File: config.mk
export PLATFORM = sky130hd
export DESIGN_NAME = straight_alpha_under_blend_unit
export DESIGN_NICKNAME = d
export VERILOG_FILES = /design/src/rtl/saub_pkg.sv /design/src/rtl/straight_alpha_under_blend_unit.sv
export SDC_FILE = /design/constraint.sdc
export NUM_CORES = 2
export LEC_CHECK = 0
export BUFFER_PORTS_ARGS = -buffer_cell sky130_fd_sc_hd__clkbuf_2
export CAP_MARGIN = 20
export CORE_UTILIZATION = 43
export CTS_CLUSTER_DIAMETER = 60
export DETAILED_ROUTE_END_ITERATION = 6
export HOLD_SLACK_MARGIN = 0.12
export PLACE_DENSITY_LB_ADDON = 0.3
export SLEW_MARGIN = 10
export SYNTH_ARGS = -nofsm -noshare
export SYNTH_HDL_FRONTEND = slang
export SYNTH_SLANG_ARGS = --single-unit
File: constraint.sdc
create_clock -name clk -period 13.09 [get_ports clk]
set_clock_uncertainty 0.1 [all_clocks]
set_input_delay 1.9635 -clock clk [delete_from_list [all_inputs] [get_ports clk]]
set_output_delay 1.9635 -clock clk [all_outputs]
set_load 0.03 [all_outputs]
File: src/rtl/saub_pkg.sv
`timescale 1ns / 1ps
// ----------------------------------------------------------------------------
// saub_pkg
// shared types and constants for the straight-alpha under blend unit
// ----------------------------------------------------------------------------
package saub_pkg;

  localparam int unsigned PIX_W    = 8;
  localparam int unsigned FULL     = 255;
  localparam int unsigned HALF     = FULL / 2;           // rounding offset of den / 255
  localparam int unsigned WGT_W    = 16;                 // a*255, b*(255-a), den
  localparam int unsigned AQ_W     = WGT_W + 1;          // den + 127 and its div-255 sum
  localparam int unsigned PROD_W   = PIX_W + WGT_W;      // colour times weight
  localparam int unsigned NUM_W    = PROD_W + 1;         // 2*num + den
  localparam int unsigned DIV_W    = WGT_W + 1;          // 2*den
  localparam int unsigned Q_W      = PIX_W;              // quotient bits
  localparam int unsigned COLOR_N  = 3;                  // red, green, blue

  typedef struct packed {
    logic [PIX_W-1:0] top_red;
    logic [PIX_W-1:0] top_green;
    logic [PIX_W-1:0] top_blue;
    logic [PIX_W-1:0] top_alpha;
    logic [PIX_W-1:0] under_red;
    logic [PIX_W-1:0] under_green;
    logic [PIX_W-1:0] under_blue;
    logic [PIX_W-1:0] under_alpha;
  } saub_in_t;

  typedef struct packed {
    logic [PIX_W-1:0] out_red;
    logic [PIX_W-1:0] out_green;
    logic [PIX_W-1:0] out_blue;
    logic [PIX_W-1:0] out_alpha;
  } saub_out_t;

endpackage

File: src/rtl/straight_alpha_under_blend_unit.sv
`timescale 1ns / 1ps
// ----------------------------------------------------------------------------
// straight_alpha_under_blend_unit
// porter-duff top-over-under composite of two straight-alpha rgba8 pixels
// ----------------------------------------------------------------------------
// throughput: one transaction per cycle; all 11 register stages move every
//   cycle, the colour lanes run a restoring divider of one quotient bit per stage
// busy is always low; results are strobed once and the receiver cannot stall
// reset (rst_n low, synchronous) clears all stage valid bits; no clearing pass
module straight_alpha_under_blend_unit (
  input  logic                clk,
  input  logic                rst_n,
  input  logic                start,
  output logic                busy,
  input  saub_pkg::saub_in_t  in_data,
  output logic                out_valid,
  output saub_pkg::saub_out_t out_data
);
  import saub_pkg::*;

  // ---------------- stage 1: alpha weights ----------------
  logic                v1_r;
  logic [WGT_W-1:0]    wt_r, wu_r;
  logic [PIX_W-1:0]    top1_r   [COLOR_N];
  logic [PIX_W-1:0]    under1_r [COLOR_N];

  logic [WGT_W-1:0]    wt_nxt, wu_nxt;
  logic [PIX_W-1:0]    inv_a;

  // the pipeline never stalls, so a transaction is taken whenever start is high
  assign busy = 1'b0;

  always_comb begin
    inv_a  = PIX_W'(FULL) - in_data.top_alpha;
    wt_nxt = WGT_W'(in_data.top_alpha) * WGT_W'(FULL);
    wu_nxt = WGT_W'(in_data.under_alpha) * WGT_W'(inv_a);
  end

  always_ff @(posedge clk) begin
    if (!rst_n) begin
      v1_r <= 1'b0;
    end else begin
      v1_r <= start;
    end
  end

  always_ff @(posedge clk) begin
    wt_r        <= wt_nxt;
    wu_r        <= wu_nxt;
    top1_r[0]   <= in_data.top_red;
    top1_r[1]   <= in_data.top_green;
    top1_r[2]   <= in_data.top_blue;
    under1_r[0] <= in_data.under_red;
    under1_r[1] <= in_data.under_green;
    under1_r[2] <= in_data.under_blue;
  end

  // ---------------- stage 2: weighted colour products ----------------
  logic                v2_r;
  logic [PROD_W-1:0]   pt_r [COLOR_N];
  logic [PROD_W-1:0]   pu_r [COLOR_N];
  logic [WGT_W-1:0]    den_r;

  always_ff @(posedge clk) begin
    if (!rst_n) begin
      v2_r <= 1'b0;
    end else begin
      v2_r <= v1_r;
    end
  end

  // den never exceeds 255*255, so the sum fits the weight width
  always_ff @(posedge clk) begin
    for (int c = 0; c < COLOR_N; c++) begin
      pt_r[c] <= PROD_W'(top1_r[c]) * PROD_W'(wt_r);
      pu_r[c] <= PROD_W'(under1_r[c]) * PROD_W'(wu_r);
    end
    den_r <= WGT_W'(wt_r + wu_r);
  end

  // ---------------- stage 3: dividend and divisor per lane ----------------
  // round half up: floor((2*num + den) / (2*den)) for the colour lanes
  // alpha is floor((den + 127) / 255); for y below 255*256 that division
  // is exact as (y + 1 + (y >> 8)) >> 8, so no divider is needed there
  logic [NUM_W-1:0]    n_nxt [COLOR_N];
  logic [DIV_W-1:0]    d_nxt [COLOR_N];
  logic [AQ_W-1:0]     aq_y;
  logic [AQ_W-1:0]     aq_s;
  logic [PIX_W-1:0]    alpha_nxt;

  always_comb begin
    for (int c = 0; c < COLOR_N; c++) begin
      n_nxt[c] = ((NUM_W'(pt_r[c]) + NUM_W'(pu_r[c])) << 1) + NUM_W'(den_r);
      d_nxt[c] = DIV_W'(den_r) << 1;
    end
    aq_y      = AQ_W'(den_r) + AQ_W'(HALF);
    aq_s      = aq_y + AQ_W'(1) + (aq_y >> PIX_W);
    alpha_nxt = PIX_W'(aq_s >> PIX_W);
  end

  // divider pipeline registers: index 0 is loaded here, index Q_W holds the
  // finished quotients; alpha rides along beside them
  logic                dv_r  [Q_W+1];
  logic                zr_r  [Q_W+1];
  logic [PIX_W-1:0]    al_r  [Q_W+1];
  logic [NUM_W-1:0]    rem_r [Q_W+1][COLOR_N];
  logic [DIV_W-1:0]    dd_r  [Q_W+1][COLOR_N];
  logic [Q_W-1:0]      q_r   [Q_W+1][COLOR_N];

  always_ff @(posedge clk) begin
    if (!rst_n) begin
      dv_r[0] <= 1'b0;
    end else begin
      dv_r[0] <= v2_r;
    end
  end

  // both alphas zero is the only way den can be zero; that result is all zero
  always_ff @(posedge clk) begin
    zr_r[0] <= (den_r == '0);
    al_r[0] <= alpha_nxt;
    for (int l = 0; l < COLOR_N; l++) begin
      rem_r[0][l] <= n_nxt[l];
      dd_r[0][l]  <= d_nxt[l];
      q_r[0][l]   <= '0;
    end
  end

  // ---------------- stages 4..11: one quotient bit per stage ----------------
  // the quotient is known to stay below 256, so the first trial subtracts
  // the divisor shifted by seven
  for (genvar s = 0; s < Q_W; s++) begin : g_div
    localparam int unsigned SH = Q_W - 1 - s;

    logic [NUM_W-1:0] rem_nxt [COLOR_N];
    logic [Q_W-1:0]   q_nxt   [COLOR_N];

    always_comb begin
      logic [NUM_W-1:0] trial;
      for (int l = 0; l < COLOR_N; l++) begin
        trial = NUM_W'(dd_r[s][l]) << SH;
        if (rem_r[s][l] >= trial) begin
          rem_nxt[l] = rem_r[s][l] - trial;
          q_nxt[l]   = q_r[s][l] | Q_W'(1 << SH);
        end else begin
          rem_nxt[l] = rem_r[s][l];
          q_nxt[l]   = q_r[s][l];
        end
      end
    end

    always_ff @(posedge clk) begin
      if (!rst_n) begin
        dv_r[s+1] <= 1'b0;
      end else begin
        dv_r[s+1] <= dv_r[s];
      end
    end

    always_ff @(posedge clk) begin
      zr_r[s+1] <= zr_r[s];
      al_r[s+1] <= al_r[s];
      for (int l = 0; l < COLOR_N; l++) begin
        rem_r[s+1][l] <= rem_nxt[l];
        dd_r[s+1][l]  <= dd_r[s][l];
        q_r[s+1][l]   <= q_nxt[l];
      end
    end
  end

  // ---------------- result strobe ----------------
  // the zero-coverage case forces every field to zero
  assign out_valid          = dv_r[Q_W];
  assign out_data.out_red   = zr_r[Q_W] ? '0 : q_r[Q_W][0];
  assign out_data.out_green = zr_r[Q_W] ? '0 : q_r[Q_W][1];
  assign out_data.out_blue  = zr_r[Q_W] ? '0 : q_r[Q_W][2];
  assign out_data.out_alpha = zr_r[Q_W] ? '0 : al_r[Q_W];

endmodule
==> reports/summary.log <==
qor: clock_network.numCtsBuffers 150
qor: timing.finalSetupViolations 0
qor: clock_network.buffers_inserted_by_post_cts_timing_repair 0
qor: worst_setup_path.crit_fanout 25
qor: clock_network.tritoncts_num_sinks 1144
qor: grt.grt-busiest-layer met2
qor: layout.post_route_cells_drive_above_1_share 6.78%
qor: drt.drc 0
qor: floorplanning.die-area 0.186 mm²
qor: clock_network.resized_gates_after_cts 0
qor: drt.wl_per_cell 19.1 µm
qor: yosys.synth_sequential_area_ratio 28.9%
qor: yosys.synth_fa_ha_area_share 28.6%
qor: yosys.synth_enable_flop_cells 0
qor: drt.dr.pass1.iters 7
qor: yosys.xor_xnor_fraction_of_synth_area 6.09%
qor: drt.detailroute.via_count 58236
qor: drt.antenna_left 0
qor: floorplanning.core_region_area 0.183 mm²
qor: placed_design.place_congestion 0.942
qor: clock_network.worstSkewPairLatency 0.80 ns
qor: layout.finish.utilization 48.0%
qor: timing.rsz0062_at_grt false
qor: timing.timing.fmax 0.169 GHz
qor: drt.totalWireLength 214000 µm
qor: timing.timing_worst_slew_pin_value 1.10 ns
qor: floorplanning.core.rowCount 157
qor: yosys.yosys_register_bits 1144
qor: worst_setup_path.crit_type flip-flop to flip-flop
qor: timing.report.final.slew_viol_count 0
qor: outcome.run_status finished clean
qor: timing.period_needed 5.92 ns
qor: layout.area_of_the_multi_input_gates 0.0517 mm²
qor: grt.global_route.usage.met3 2.90%
qor: drt.detail_route.iter0.violations 2874
qor: yosys.most_repeated_cell_in_the_gate_level_netlist_after_synthesis dfxtp_1
qor: layout.register_area 0.0229 mm²
qor: min_path.hp-class flip-flop to flip-flop
qor: grt.grt_antenna_before_repair 4
qor: run.maxCapViolCount 0
qor: worst_setup_path.setup.worst_path.start_class flip-flop
qor: grt.gr-usage-met2 42.6%
qor: yosys.synthesis.nets 10028
qor: layout.num-fill-cells 17149
qor: worst_setup_path.worstPathRequired 13.67 ns
qor: worst_setup_path.critPathArrivalTime 6.50 ns
qor: floorplanning.floorplan.initialDensity 43.3%
qor: clock_network.clock_tree.htree_level_count 4
qor: grt.grt_max_degree 34
qor: yosys.synth-compound-area-share 12.3%
qor: worst_setup_path.timing.rr.start wt_r[6]
qor: timing.worst_slew_margin_rel 26.3%
qor: yosys.synth_mux_area_share 1.61%
qor: timing.accumulated_negative_setup_slack 0 ns
qor: timing.hold_viol 0
qor: yosys.mappedNetlistArea 0.0792 mm²
qor: clock_network.clk_pin_slew_worst_paths 0.06 ns
qor: yosys.yosysTopAreaCellShare 28.9%
qor: layout.nets 10149
qor: yosys.synth_flop_cell dfxtp_1
qor: yosys.largest_family_of_logic_cells_by_synthesized_area adder cells
qor: grt.grt_util_met1 24.6%
qor: floorplanning.floorplan.io_pins 101
qor: yosys.synth_top_area_cell dfxtp_1
qor: yosys.synth_commonest_cells dfxtp_1, inv_1, ha_1, and2_1, fa_1
qor: floorplanning.fp.dieW 431 µm
qor: clock_network.cts_hold_buf 0
qor: worst_setup_path.worstSetupEndpointType flip-flop
qor: grt.grt_pass1_wl 333000 µm
qor: yosys.synth.avg_cell_area 9.31 µm²
qor: grt.first_global_vias 60023
qor: timing.layout_worst_path_cycle_share 45.2%
qor: drt.average_via_count_per_standard_cell 5.19
qor: yosys.synth.top_cells.by_area dfxtp_1, fa_1, ha_1
qor: grt.grt_remaining_overflow 0
qor: placed_design.dp.final_hpwl 173000 µm
qor: clock_network.clockBufferDepth 3
qor: grt.track_usage 23.0%
qor: worst_setup_path.setup.worst_path.start wt_r[6]
qor: yosys.synth.distinct_cells 109
qor: min_path.hp-start zr_r[2][1]
qor: yosys.netlist_instances 8507
qor: clock_network.clock_tree.root_cell clkbuf_16
qor: floorplanning.dieHeight 431 µm
qor: yosys.synth-async-reset-ratio 0%
qor: placed_design.placement.io_buffers 99
qor: layout.areaGrowthSynthToFinish 10.8%
qor: yosys.synth-simple-area-share 16.6%
qor: clock_network.tritoncts_clock_tree done
qor: yosys.yosysWarningCount 0
==> worst max-delay path, cell delays in order (launching register included) <==
cell and delay [ns]:
dfxtp_1 1.05, and2_1 0.26, fa_1 0.44, fa_1 0.45, fa_1 0.51, inv_1 0.05, fa_1 0.49, inv_1 0.05
ha_1 0.34, a21o_1 0.19, a21o_1 0.20, and2_1 0.17, a311o_1 0.35, nand2_1 0.07, o21ai_1 0.10, or4_1 0.46
a2111o_1 0.39, o211a_1 0.13
==> area by class of cell <==
type | instances | share of cell area, %
antenna | 3 | 0.00856
clock buffer | 204 | 4.78
clock inverter | 70 | 1.15
inverter | 1040 | 4.45
multi-input combinational | 6136 | 58.9
sequential | 1144 | 26.1
tap | 2464 | 3.51
timing repair buffer | 156 | 1.09
==> flip-flops by register name, indices dropped and copies added (netlist names), 9 cells and up <==
signal    flops
al_r         72
dd_r        120
den_r        16
dv_r          9
pt_r         72
pu_r         72
q_r         108
rem_r       584
top1_r       24
under1_r     24
wt_r         16
wu_r         16
zr_r          9
==> layout by cell type, fill, tap and decap left out, drive strengths merged, types with 34 or more instances in the layout <==
cell type / n
a211oi: 41
ha: 856
dfxtp: 1144
buf: 56
a21boi: 65
a21o: 177
nand4: 54
and3: 56
nand2b: 118
fa: 598
nor2b: 153
nand3: 125
o31ai: 42
nor4: 49
nor3: 134
o21ai: 370
o21bai: 42
or3: 39
and2: 681
xnor2: 363
o21a: 70
nand2: 495
clkinv: 34
a21oi: 493
mux2: 95
inv: 1056
nor2: 467
clkbuf: 304
xor2: 184
==> final timing paths <==
check                 to  slack [ns]  cells past startpoint
max          pt_r[0][71]        7.17                     17
max reg2reg  pt_r[0][71]        7.17                     17
min reg2reg   zr_r[3][0]        0.22                      0
min           zr_r[3][0]        0.22                      0
==> cell families after synthesis <==
logic type,Yosys count
buffers and inverters,1227
AOI/OAI and AO/OA,1527
xor gates and xnor gates,548
muxes,115
and+or+nand+nor,2491
other,1
DFF,1144
adders and majority gates,1454
==> per-layer routing <==
metal	wire (µm)	up-vias
met4	15300	6
met1	82500	28010
met5	35	-
met2	109000	1155
met3	7050	503
li1	-	28562
==> through the flow <==
| stage | setup slack, ns | cell area [µm²] | instances | hold slack, ns |
|---|---|---|---|---|
| after detailed placement | 6.41 | 82400 | 10936 | 0.212 |
| after global placement | 6.37 | 82400 | 10936 | 0.211 |
| after global routing | 6.90 | 87700 | 11216 | 0.224 |
| after CTS | 7.22 | 87600 | 11210 | 0.218 |
| after floorplan | 7.06 | 79200 | 8507 | 0.210 |
| final | 7.17 | 87700 | 11217 | 0.217 |
Power is not shown: default switching activity piles up to over one toggle a cycle in this logic, so the estimate is an artifact.
